File: src/hdl/cbe_pkg.sv
// Shared constants for the cubic-bezier easing block.
`default_nettype none

package cbe_pkg;

  // Defaults for the top-level parameters
  localparam int DEF_MAX_ITERATIONS = 32;
  localparam int DEF_FRAC_BITS      = 32;

  // Digit width of the shared multiplier (operand B is consumed this many bits a cycle)
  localparam int DIG = 16;

  // Q16 widths of the ports
  localparam int PROG_W = 18;
  localparam int EASE_W = 20;
  localparam int CX_W   = 17;
  localparam int CY_W   = 20;
  localparam int CFG_W  = 20;
  localparam int IDX_W  = 4;

  // Register indexes of the configuration port
  localparam logic [IDX_W-1:0] REG_X1 = 4'd0;
  localparam logic [IDX_W-1:0] REG_Y1 = 4'd1;
  localparam logic [IDX_W-1:0] REG_X2 = 4'd2;
  localparam logic [IDX_W-1:0] REG_Y2 = 4'd3;

  // Q16 one, and the saturation limits of the result word
  localparam logic [CX_W-1:0] Q16_ONE  = 17'd65536;
  localparam logic [23:0]     SAT_NEG  = 24'd524288;
  localparam logic [23:0]     SAT_POS  = 24'd524287;

endpackage : cbe_pkg

`default_nettype wire

File: src/hdl/cubic_bezier_easing.sv
// Cubic-bezier easing: bisection on x(t), then y(t), on one shared multiplier.
`default_nettype none

// Channel   | Ports                                    | Dir | Handshake
// ----------+------------------------------------------+-----+------------------------------
// input     | start, progress_i                        | in  | taken when start & !busy
// busy      | busy                                     | out | high while a word is in work
// result    | valid_o, eased_o                         | out | one-cycle strobe, no back-pressure
// config    | cfg_we_i, cfg_idx_i, cfg_data_i          | in  | write when cfg_we_i, no wait
//
// Sequence: a progress at or outside the ends gives its result in the cycle after
//   it is taken. Otherwise every curve evaluation is 7 products, each a load, ND
//   digits of the shared multiplier, ND = ceil((INTERNAL_FRAC_BITS+1)/16), and a
//   store; each bisection step adds a compare, and the y evaluation ends in a
//   rounding step and the output step.
// The multiplier, a (F+4) x 16-bit unit with a rounding accumulator, sets the pace.
// Reset: asynchronous, active low; control points return to the linear curve.
// Stalls: none; the receiver takes every result word in the strobe cycle.
module cubic_bezier_easing #(
  parameter int MAX_ITERATIONS     = cbe_pkg::DEF_MAX_ITERATIONS,
  parameter int INTERNAL_FRAC_BITS = cbe_pkg::DEF_FRAC_BITS
) (
  input  wire                                  clk_i,
  input  wire                                  rst_ni,
  input  wire                                  start,
  output logic                                 busy,
  input  wire  signed [cbe_pkg::PROG_W-1:0]    progress_i,
  output logic                                 valid_o,
  output logic signed [cbe_pkg::EASE_W-1:0]    eased_o,
  input  wire                                  cfg_we_i,
  input  wire         [cbe_pkg::IDX_W-1:0]     cfg_idx_i,
  input  wire         [cbe_pkg::CFG_W-1:0]     cfg_data_i
);

  localparam int F   = INTERNAL_FRAC_BITS;
  localparam int DIG = cbe_pkg::DIG;
  localparam int TW  = F + 1;                 // t, u, weights in [0, 1]
  localparam int AW  = F + 4;                 // operand A / product magnitude
  localparam int ND  = (TW + DIG - 1) / DIG;  // digits of operand B
  localparam int BW  = ND * DIG;
  localparam int PW  = AW + BW;               // accumulator
  localparam int SW  = F + 8;                 // signed curve sum
  localparam int KW  = (ND > 1) ? $clog2(ND) : 1;
  localparam int IW  = (MAX_ITERATIONS > 1) ? $clog2(MAX_ITERATIONS) : 1;
  localparam int RW  = SW - (F - 16);         // rounded Q16 magnitude

  localparam logic [63:0]   TOL64 = ((64'd1 << F) + 64'd500000) / 64'd1000000;
  localparam logic [SW-1:0] TOL   = TOL64[SW-1:0];
  localparam logic [TW-1:0] ONE   = {1'b1, {F{1'b0}}};
  localparam logic [PW-1:0] HALF  = {{(PW-F){1'b0}}, 1'b1, {(F-1){1'b0}}};
  localparam logic [SW-1:0] RHALF = {{(SW-F+16){1'b0}}, 1'b1, {(F-17){1'b0}}};
  localparam logic [KW-1:0] K_LAST  = KW'(ND - 1);
  localparam logic [IW-1:0] IT_LAST = IW'(MAX_ITERATIONS - 1);

  // sequencer states
  localparam logic [2:0] ST_IDLE  = 3'd0;
  localparam logic [2:0] ST_LOAD  = 3'd1;
  localparam logic [2:0] ST_MUL   = 3'd2;
  localparam logic [2:0] ST_STORE = 3'd3;
  localparam logic [2:0] ST_CHECK = 3'd4;
  localparam logic [2:0] ST_ROUND = 3'd5;
  localparam logic [2:0] ST_OUT   = 3'd6;

  // products of one curve evaluation, in issue order
  localparam logic [2:0] OP_UU = 3'd0;
  localparam logic [2:0] OP_TT = 3'd1;
  localparam logic [2:0] OP_W1 = 3'd2;
  localparam logic [2:0] OP_W2 = 3'd3;
  localparam logic [2:0] OP_W3 = 3'd4;
  localparam logic [2:0] OP_S1 = 3'd5;
  localparam logic [2:0] OP_S2 = 3'd6;

  // ---------------------------------------------------------------------------
  // Configuration registers
  // ---------------------------------------------------------------------------
  logic [cbe_pkg::CX_W-1:0] cx1_q, cx2_q;
  logic [cbe_pkg::CY_W-1:0] cy1_q, cy2_q;

  always_ff @(posedge clk_i or negedge rst_ni) begin
    if (!rst_ni) begin
      cx1_q <= '0;
      cy1_q <= '0;
      cx2_q <= cbe_pkg::Q16_ONE;
      cy2_q <= cbe_pkg::CY_W'(cbe_pkg::Q16_ONE);
    end else if (cfg_we_i) begin
      unique case (cfg_idx_i)
        cbe_pkg::REG_X1: cx1_q <= cfg_data_i[cbe_pkg::CX_W-1:0];
        cbe_pkg::REG_Y1: cy1_q <= cfg_data_i[cbe_pkg::CY_W-1:0];
        cbe_pkg::REG_X2: cx2_q <= cfg_data_i[cbe_pkg::CX_W-1:0];
        cbe_pkg::REG_Y2: cy2_q <= cfg_data_i[cbe_pkg::CY_W-1:0];
        default: ;  // unknown index, dropped
      endcase
    end
  end

  // Control point magnitudes in Q(F); x clamped to 1, y taken as sign/magnitude
  logic [cbe_pkg::CX_W-1:0] x1c, x2c;
  logic [cbe_pkg::CY_W-1:0] y1m, y2m;
  logic                     y1neg, y2neg;
  logic [AW-1:0]            p1_abs, p2_abs;
  logic                     p1_neg, p2_neg;

  // ---------------------------------------------------------------------------
  // Datapath registers
  // ---------------------------------------------------------------------------
  logic [2:0]    state_q, state_d;
  logic [2:0]    op_q, op_d;
  logic          mode_q, mode_d;      // 0: solving x, 1: evaluating y
  logic [KW-1:0] k_q, k_d;
  logic [IW-1:0] it_q, it_d;
  logic          valid_q, valid_d;

  logic [TW-1:0] x_q, x_d, t_q, t_d, u_q, u_d, lo_q, lo_d, hi_q, hi_d;
  logic [TW-1:0] uu_q, uu_d, tt_q, tt_d, w1_q, w1_d, w2_q, w2_d;
  logic [AW-1:0] a_q, a_d;
  logic [BW-1:0] b_q, b_d;
  logic [PW-1:0] acc_q, acc_d;
  logic signed [SW-1:0] sum_q, sum_d;
  logic [RW-1:0] rnd_q, rnd_d;
  logic          rneg_q, rneg_d;
  logic signed [cbe_pkg::EASE_W-1:0] eased_q, eased_d;

  always_comb begin
    x1c    = (cx1_q > cbe_pkg::Q16_ONE) ? cbe_pkg::Q16_ONE : cx1_q;
    x2c    = (cx2_q > cbe_pkg::Q16_ONE) ? cbe_pkg::Q16_ONE : cx2_q;
    y1neg  = cy1_q[cbe_pkg::CY_W-1];
    y2neg  = cy2_q[cbe_pkg::CY_W-1];
    y1m    = y1neg ? (~cy1_q + 1'b1) : cy1_q;
    y2m    = y2neg ? (~cy2_q + 1'b1) : cy2_q;
    p1_abs = mode_q ? {y1m, {(F-16){1'b0}}} : AW'({x1c, {(F-16){1'b0}}});
    p2_abs = mode_q ? {y2m, {(F-16){1'b0}}} : AW'({x2c, {(F-16){1'b0}}});
    p1_neg = mode_q & y1neg;
    p2_neg = mode_q & y2neg;
  end

  // Operand select for the product in hand
  logic [AW-1:0] op_a;
  logic [TW-1:0] op_b;
  logic          op_neg;

  always_comb begin
    op_neg = 1'b0;
    unique case (op_q)
      OP_UU:   begin op_a = AW'(u_q);  op_b = u_q;  end
      OP_TT:   begin op_a = AW'(t_q);  op_b = t_q;  end
      OP_W1:   begin op_a = AW'(t_q);  op_b = uu_q; end
      OP_W2:   begin op_a = AW'(u_q);  op_b = tt_q; end
      OP_W3:   begin op_a = AW'(t_q);  op_b = tt_q; end
      OP_S1:   begin op_a = p1_abs;    op_b = w1_q; op_neg = p1_neg; end
      OP_S2:   begin op_a = p2_abs;    op_b = w2_q; op_neg = p2_neg; end
      default: begin op_a = '0;        op_b = '0;   end
    endcase
  end

  // Shared multiplier: A times one 16-bit digit of B, placed by the digit count
  logic [AW+DIG-1:0] pp;
  logic [PW-1:0]     pp_sh;
  logic [AW-1:0]     res;
  logic [SW-1:0]     res3;

  always_comb begin
    pp    = {{DIG{1'b0}}, a_q} * {{AW{1'b0}}, b_q[DIG-1:0]};
    pp_sh = {{(BW-DIG){1'b0}}, pp} << (DIG * k_q);
    res   = acc_q[F +: AW];                   // rounded product, Q(F)
    res3  = SW'(res) + (SW'(res) << 1);
  end

  // Bisection compare
  logic signed [SW-1:0] diff;
  logic                 at_lt;
  logic [SW-1:0]        errm;
  logic [TW-1:0]        lo_n, hi_n;
  logic [TW:0]          mid;

  always_comb begin
    diff  = sum_q - $signed(SW'(x_q));
    at_lt = diff[SW-1];
    errm  = at_lt ? (~diff + 1'b1) : diff;
    lo_n  = at_lt ? t_q : lo_q;
    hi_n  = at_lt ? hi_q : t_q;
    mid   = {1'b0, lo_n} + {1'b0, hi_n};
  end

  // Final rounding to Q16
  logic [SW-1:0] ymag, yrnd;
  logic [RW-1:0] sat;

  always_comb begin
    ymag = sum_q[SW-1] ? (~sum_q + 1'b1) : sum_q;
    yrnd = ymag + RHALF;
    if (rneg_q) begin
      sat = (rnd_q > cbe_pkg::SAT_NEG) ? cbe_pkg::SAT_NEG : rnd_q;
    end else begin
      sat = (rnd_q > cbe_pkg::SAT_POS) ? cbe_pkg::SAT_POS : rnd_q;
    end
  end

  // ---------------------------------------------------------------------------
  // Sequencer
  // ---------------------------------------------------------------------------
  always_comb begin
    state_d = state_q;
    op_d    = op_q;
    mode_d  = mode_q;
    k_d     = k_q;
    it_d    = it_q;
    valid_d = 1'b0;
    x_d     = x_q;
    t_d     = t_q;
    u_d     = u_q;
    lo_d    = lo_q;
    hi_d    = hi_q;
    uu_d    = uu_q;
    tt_d    = tt_q;
    w1_d    = w1_q;
    w2_d    = w2_q;
    a_d     = a_q;
    b_d     = b_q;
    acc_d   = acc_q;
    sum_d   = sum_q;
    rnd_d   = rnd_q;
    rneg_d  = rneg_q;
    eased_d = eased_q;

    unique case (state_q)
      ST_IDLE: begin
        if (start) begin
          if (progress_i <= 0) begin
            eased_d = '0;
            valid_d = 1'b1;
          end else if (progress_i >= $signed({1'b0, cbe_pkg::Q16_ONE})) begin
            eased_d = cbe_pkg::EASE_W'(cbe_pkg::Q16_ONE);
            valid_d = 1'b1;
          end else begin
            // 0 < progress < 1: search starts at t = progress
            x_d     = TW'({progress_i[15:0], {(F-16){1'b0}}});
            t_d     = x_d;
            u_d     = ONE - x_d;
            lo_d    = '0;
            hi_d    = ONE;
            it_d    = '0;
            mode_d  = 1'b0;
            op_d    = OP_UU;
            state_d = ST_LOAD;
          end
        end
      end

      ST_LOAD: begin
        a_d     = op_a;
        b_d     = BW'(op_b);
        acc_d   = HALF;                       // round to nearest on the way in
        k_d     = '0;
        if (op_q == OP_UU) begin
          sum_d = '0;
        end
        state_d = ST_MUL;
      end

      ST_MUL: begin
        acc_d = acc_q + pp_sh;
        b_d   = b_q >> DIG;
        k_d   = k_q + 1'b1;
        if (k_q == K_LAST) begin
          state_d = ST_STORE;
        end
      end

      ST_STORE: begin
        unique case (op_q)
          OP_UU:   uu_d = res[TW-1:0];
          OP_TT:   tt_d = res[TW-1:0];
          OP_W1:   w1_d = res[TW-1:0];
          OP_W2:   w2_d = res[TW-1:0];
          OP_W3:   sum_d = sum_q + $signed(SW'(res));
          OP_S1,
          OP_S2:   sum_d = op_neg ? (sum_q - $signed(res3)) : (sum_q + $signed(res3));
          default: ;
        endcase
        if (op_q == OP_S2) begin
          state_d = mode_q ? ST_ROUND : ST_CHECK;
        end else begin
          op_d    = op_q + 1'b1;
          state_d = ST_LOAD;
        end
      end

      ST_CHECK: begin
        op_d    = OP_UU;
        state_d = ST_LOAD;
        if (errm < TOL) begin
          mode_d = 1'b1;
        end else begin
          lo_d = lo_n;
          hi_d = hi_n;
          t_d  = mid[TW:1];
          u_d  = ONE - mid[TW:1];
          it_d = it_q + 1'b1;
          if (it_q == IT_LAST) begin
            mode_d = 1'b1;                    // out of steps, last t stands
          end
        end
      end

      ST_ROUND: begin
        rneg_d  = sum_q[SW-1];
        rnd_d   = yrnd[SW-1:F-16];
        state_d = ST_OUT;
      end

      ST_OUT: begin
        eased_d = rneg_q ? (~sat[cbe_pkg::EASE_W-1:0] + 1'b1) : sat[cbe_pkg::EASE_W-1:0];
        valid_d = 1'b1;
        state_d = ST_IDLE;
      end

      default: state_d = ST_IDLE;
    endcase
  end

  // control state
  always_ff @(posedge clk_i or negedge rst_ni) begin
    if (!rst_ni) begin
      state_q <= ST_IDLE;
      op_q    <= OP_UU;
      mode_q  <= 1'b0;
      k_q     <= '0;
      it_q    <= '0;
      valid_q <= 1'b0;
    end else begin
      state_q <= state_d;
      op_q    <= op_d;
      mode_q  <= mode_d;
      k_q     <= k_d;
      it_q    <= it_d;
      valid_q <= valid_d;
    end
  end

  // payload, no reset
  always_ff @(posedge clk_i) begin
    x_q     <= x_d;
    t_q     <= t_d;
    u_q     <= u_d;
    lo_q    <= lo_d;
    hi_q    <= hi_d;
    uu_q    <= uu_d;
    tt_q    <= tt_d;
    w1_q    <= w1_d;
    w2_q    <= w2_d;
    a_q     <= a_d;
    b_q     <= b_d;
    acc_q   <= acc_d;
    sum_q   <= sum_d;
    rnd_q   <= rnd_d;
    rneg_q  <= rneg_d;
    eased_q <= eased_d;
  end

  assign busy    = (state_q != ST_IDLE);
  assign valid_o = valid_q;
  assign eased_o = eased_q;

`ifndef SYNTHESIS
  a_start_busy: assert property (@(posedge clk_i) disable iff (!rst_ni)
    (start && !busy && progress_i > 0 && progress_i < $signed({1'b0, cbe_pkg::Q16_ONE}))
      |=> busy)
    else $error("in-range progress did not start a search");

  a_clamp_low: assert property (@(posedge clk_i) disable iff (!rst_ni)
    (start && !busy && progress_i <= 0) |=> (valid_o && eased_o == 0))
    else $error("non-positive progress did not give zero");

  a_bracket: assert property (@(posedge clk_i) disable iff (!rst_ni)
    (state_q == ST_LOAD && !mode_q) |-> (lo_q <= t_q && t_q <= hi_q))
    else $error("t left its bisection bracket");

  a_valid_idle: assert property (@(posedge clk_i) disable iff (!rst_ni)
    valid_o |-> !busy)
    else $error("result word while still busy");

  a_digit_count: assert property (@(posedge clk_i) disable iff (!rst_ni)
    (state_q == ST_MUL) |-> (k_q <= K_LAST))
    else $error("multiplier digit count overran");
`endif

endmodule : cubic_bezier_easing

`default_nettype wire

File: config.mk
export PLATFORM = sky130hd
export DESIGN_NAME = cubic_bezier_easing
export DESIGN_NICKNAME = d
export VERILOG_FILES = /design/src/hdl/cbe_pkg.sv /design/src/hdl/cubic_bezier_easing.sv
export SDC_FILE = /design/constraint.sdc
export NUM_CORES = 2
export LEC_CHECK = 0
export BUFFER_PORTS_ARGS = -buffer_cell sky130_fd_sc_hd__buf_2
export CAP_MARGIN = 20
export CORE_MARGIN = 2
export CORE_UTILIZATION = 30
export DETAILED_ROUTE_END_ITERATION = 7
export PLACE_DENSITY = 0.49
export REMOVE_ABC_BUFFERS = 1
export SYNTH_ARGS = -nofsm -noshare
export SYNTH_HDL_FRONTEND = slang
export SYNTH_SLANG_ARGS = --single-unit
File: constraint.sdc
create_clock -name clk_i -period 11.1 [get_ports clk_i]
set_input_delay 0 -clock clk_i [delete_from_list [all_inputs] [get_ports clk_i]]
set_output_delay 0 -clock clk_i [all_outputs]
set_load 0.005 [all_outputs]
Word-level counts from Yosys, hierarchy flattened
Cells that the tools add are included.

Flip-flop bits (word level): 622. Input bits: 46. Output and inout port bits: 22. Word-level logic and storage cells: 192.

Add/subtract/negate cells: 18. Multipliers: 1. $lt $le $gt $ge: 7. Equality and inequality tests: 27. Shift-type cells: 1. Multiplexer cells: 75. Bitwise gates (word level): 9. Reductions and logical operators: 28.

Operators with widths (number): 33-bit two-way mux (18); 33-bit one-hot mux with 2 select lines (4); 33-bit one-hot mux with 6 select lines (1); 20-bit two-way mux (9); 84-bit one-hot mux with 2 select lines (1); 40-bit two-way mux (4); 40-bit one-hot mux with 2 select lines (2); 36-bit one-hot mux with 4 select lines (1); 48-bit one-hot mux with 2 select lines (1); 84-bit adder (1); 52-bit by 6-bit << shifter with 84-bit output (1); 40-bit by 1-bit adder with 40-bit output (second input constant) (2); 40-bit inverter (2); 36-bit two-way mux (2); 20-bit by 1-bit adder with 20-bit output (second input constant) (3); 20-bit inverter (3); 36-bit by 16-bit multiplier with 52-bit output (1); 40-bit by 16-bit adder with 40-bit output (second input constant) (1); 40-bit by 37-bit adder with 40-bit output (1); 40-bit by 39-bit adder with 40-bit output (1); 40-bit by 13-bit less-than comparator with 1-bit output (second input constant) (1); 20-bit one-hot mux with 2 select lines (1); 40-bit by 33-bit subtractor with 40-bit output (1); 40-bit by 39-bit subtractor with 40-bit output (1); other kinds (43) (103).

Depth between registers and ports, before layout
Word-level depth: 7. Mapped depth: 43. Depth with buffers taken out: 41.

Least setup slack after synthesis
Ideal clock, no wire load.

Path kind: flip-flop to flip-flop. Start: register b_q[9]. End: register acc_q[67], data pin. Library setup time: 0.255 ns. Arrival: 9.790 ns. Required time: 10.845 ns. Path slack: 1.055 ns. Cell stages (with the launch flop): 42. Buffers on the path: 3. Period minus slack after synthesis: 10.045 ns. Path through: edfxtp_1 clkbuf_1 clkbuf_1 nand2_1 fa_1 inv_1 fa_1 fa_1 fa_1 fa_1 inv_1 fa_1 inv_1 ha_1 a21o_1 a21o_1 a2111oi_0 o221ai_1 [6 not listed] xnor2_1 mux2i_1 o22ai_1 ha_1 clkbuf_1 a21oi_1 inv_1 a311oi_1 or4_1 a22o_1 o32ai_1 o221ai_1 a21oi_1 a211o_1 a21oi_1 o21ai_0 xnor3_1 and2_1.

Cells in the longest elaborated chain, start to end: 4.

Ends and longest elaborated chain: start: declaration (line cubic_bezier_easing.sv:116) `logic [BW-1:0] b_q, b_d;`; start signal: assignment (line cubic_bezier_easing.sv:352) `b_q <= b_d;`; 36-bit by 16-bit multiplier with 52-bit output (line cubic_bezier_easing.sv:162) `pp = {{DIG{1'b0}}, a_q} * {{AW{1'b0}}, b_q[DIG-1:0]};`; 52-bit by 6-bit << shifter with 84-bit output (line cubic_bezier_easing.sv:163) `pp_sh = {{(BW-DIG){1'b0}}, pp} << (DIG * k_q);`; 84-bit adder (line cubic_bezier_easing.sv:261) `acc_d = acc_q + pp_sh;`; 84-bit one-hot mux with 2 select lines (line cubic_bezier_easing.sv:225) `unique case (state_q)`; end signal: assignment (line cubic_bezier_easing.sv:353) `acc_q <= acc_d;`; end: declaration (line cubic_bezier_easing.sv:117) `logic [PW-1:0] acc_q, acc_d;`.

Every way passes these cells. A chain may end at the register's enable or synchronous reset.

Worst setup path after layout
Start: register a_q[5]. End: register acc_q[49], data pin.

Cells in the longest elaborated chain, start to end: 4.

Ends and longest elaborated chain: start: declaration (line cubic_bezier_easing.sv:115) `logic [AW-1:0] a_q, a_d;`; start signal: assignment (line cubic_bezier_easing.sv:351) `a_q <= a_d;`; 36-bit by 16-bit multiplier with 52-bit output (line cubic_bezier_easing.sv:162); 52-bit by 6-bit << shifter with 84-bit output (line cubic_bezier_easing.sv:163); 84-bit adder (line cubic_bezier_easing.sv:261); 84-bit one-hot mux with 2 select lines (line cubic_bezier_easing.sv:225).

Every way passes these cells.

==> impl_metrics.yaml <==
detailed_routing:
  wl_per_cell_um: 21.1
  drc: 0
  detail-route-antenna-nets: 0
  dr.first_iter.drc_count: 3971
  route.vias.total: 49500
  first_pass_iters: 6
  viasPerCell: 5.22
  drt_wl_total_um: 200000
layout:
  final_core_util_pct: 33.8
  fin_nets: 7649
  finalInstanceArea_um2: 67400
  drive_gt1_share_pct: 8.03
  area_delta_synth_final_pct: 12.0
logic_synthesis:
  syn_inst: 6695
  syn_area_um2: 60200
  synthXorXnorAreaFrac_pct: 5.74
  synth_compound_area_share_pct: 15.8
  synth.top_cell.area_share_pct: 25.0
  async_reset_ff_share_pct: 15.1
  ys_seq_area_share_pct: 28.7
  yosys-top-cells-area: "edfxtp_1 25%, fa_1 16%, ha_1 7.6%, nand2_1 6.2%, inv_1 4.3%"
  synth-seq-cells: 590
  yosysTopAreaCell: "edfxtp_1"
  postSynthAreaPerCell_um2: 8.99
  synth_commonest_cells: "996 x nand2_1, 691 x inv_1, 501 x edfxtp_1"
  synth_most_common_cell: "nand2_1"
  synth_top_family_by_area: "adder cells"
  ys.flop_type: "edfxtp_1"
  ys_warn_count: 0
  muxShareOfSynthArea_pct: 2.15
  synth_fa_ha_area_share_pct: 23.5
  synth_edf_count: 501
  synth-simple-area-share_pct: 17.7
  ys_types: 93
placement:
  dpl.hpwl_um: 154000
  gp_congestion: 0.931
  placed_area_um2: 63700
  portBuffers: 67
global_route:
  antenna_found_initial: 9
  grt_overflow: 0
  grt_max_degree: 85
  grt_pass1_vias: 49200
  grt_use_total_pct: 19.4
  grt_pass1_wl_um: 308000
sta:
  max_freq_mhz: 95.2
  tns_ns: 0
  finalHoldViolCount: 0
  tightest_slew_ns: 1.10
  grt_setup_unrepaired: "no"
  clock_skew_ns: 0.0803
  finalSetupViolCount: 0
  maxSlewHeadroom_pct: 26.7
  min_period_ns: 10.50
  fin_crit_sh_pct: 94.6
  slew_violations: 0
worst_setup_path:
  crit_slowest_cell: "nor3_1"
  cp-end-kind: "flip-flop"
  slowest_delay_ns: 0.58
  crit_family: "adder cells"
  crit_fanout: 6
  path_buf_inv: 8
  cp.required_ns: 11.46
  critPathMostFrequentCell: "fa_1"
  crit_arrival_ns: 10.86
  critPathKind: "flip-flop to flip-flop"
  cp-start-kind: "flip-flop"
clock_network:
  cts_tree: "built"
  numCtsBuffers: 76
  clkTransAtPathRegs_ns: 0.06
  htreeDepth: 3
  clockBufferDepth: 3
  ctsRootBufferMaster: "clkbuf_16"
  clk_latency_ns: 0.71
  clock_sinks: 590
floorplanning:
  initial_core_util_pct: 30.1
  die_w_um: 452
  core-area_um2: 200000
  die_area_um2: 204000
  top_level_ports: 68
  die_y_um: 452
  rows: 164
status:
  status: "finished clean"
hold_path:
  hold_path_class: "primary input to flip-flop"
job:
  max-cap-violations: 0
## registers in the layout (all words and copies together) (netlist names), 17 cells and up
name     count
rnd_q       24
a_q         36
acc_q       68
sum_q       40
eased_o     20
cy2_q       20
cy1_q       20
u_q         33
tt_q        33
b_q         33
uu_q        33
hi_q        33
w1_q        33
cx2_q       17
lo_q        33
w2_q        33
cx1_q       17
t_q         32
## kinds of logic (layout without fill, tap and decap cells)
logic type	Yosys count	count (layout)
adders and majority gates	845	845
buffers and inverters	1006	1127
xor gates and xnor gates	393	393
muxes	116	116
other	0	1
and+or+nand+nor	2281	2281
AOI/OAI and AO/OA	1464	1464
DFF	590	590
## repair_timing
item                                    CTS  global route
hold buffers                             53             0
resized for setup                         0            12
endpoints found under the setup margin    0            12
hold endpoints to repair                163             0
setup buffers                             0            49
## tightest hold or removal path: cells and delay by family
kind / cells / cell delay (ns)
buf+inv: 2 / 0.63
mux: 1 / 0.13
## path summary, 6_finish.rpt
kind                                 from  depth (start not counted)   endpoint  slack [ns]
min                        cfg_data_i[19]                          3  cy2_q[19]        0.09
min in group asynchronous          rst_ni                          4   cy2_q[5]        0.37
max                                a_q[5]                         39  acc_q[49]        0.60
max in group asynchronous          rst_ni                          4  cy1_q[15]       10.02
min reg2reg                       it_q[4]                          1    it_q[4]        0.52
max reg2reg                        a_q[5]                         39  acc_q[49]        0.60
## layer usage
metal,global-route usage [%],part of all wire [%],vias to the layer above
li1,-,-,23200
met1,27.5,46,24800
met2,31.4,46,1214
met3,1.76,4.5,237
met4,6.15,3.1,6
met5,0,0.017,-
## layout by cell type, fill, tap and decap left out, drive strengths merged, types with 141 or more instances in the layout
master	n
inv	694
nand2	997
and2	226
o21ai	282
nor2	432
xnor2	251
a21o	174
ha	366
a21oi	425
fa	479
edfxtp	501
xor2	141
buf	246
## layout make-up
class / instances / area (um2)
fillers: 20700 / 132000
multi-input cells: 5099 / 39200
flip-flops and latches: 590 / 17300
well taps: 2656 / 3320
inverters: 692 / 2610
repair buffers: 299 / 2410
clock buffers: 89 / 1990
clock inverters: 47 / 594
diodes: 1 / 2.50
## through the flow
stage / std cells / setup WS [ns] / hold WS (ns)
2_1_floorplan: 6381 / 1.06 / -0.296
5_1_grt: 9473 / 0.0234 / 0.102
3_5_place_dp: 9230 / 0.309 / 0.0704
4_1_cts: 9419 / 0.265 / 0.0393
6_report: 9473 / 0.597 / 0.0885
3_3_place_gp: 9229 / 0.405 / 0.0690
Power is not shown: default switching activity piles up to over one toggle a cycle in this logic, so the estimate is an artifact.
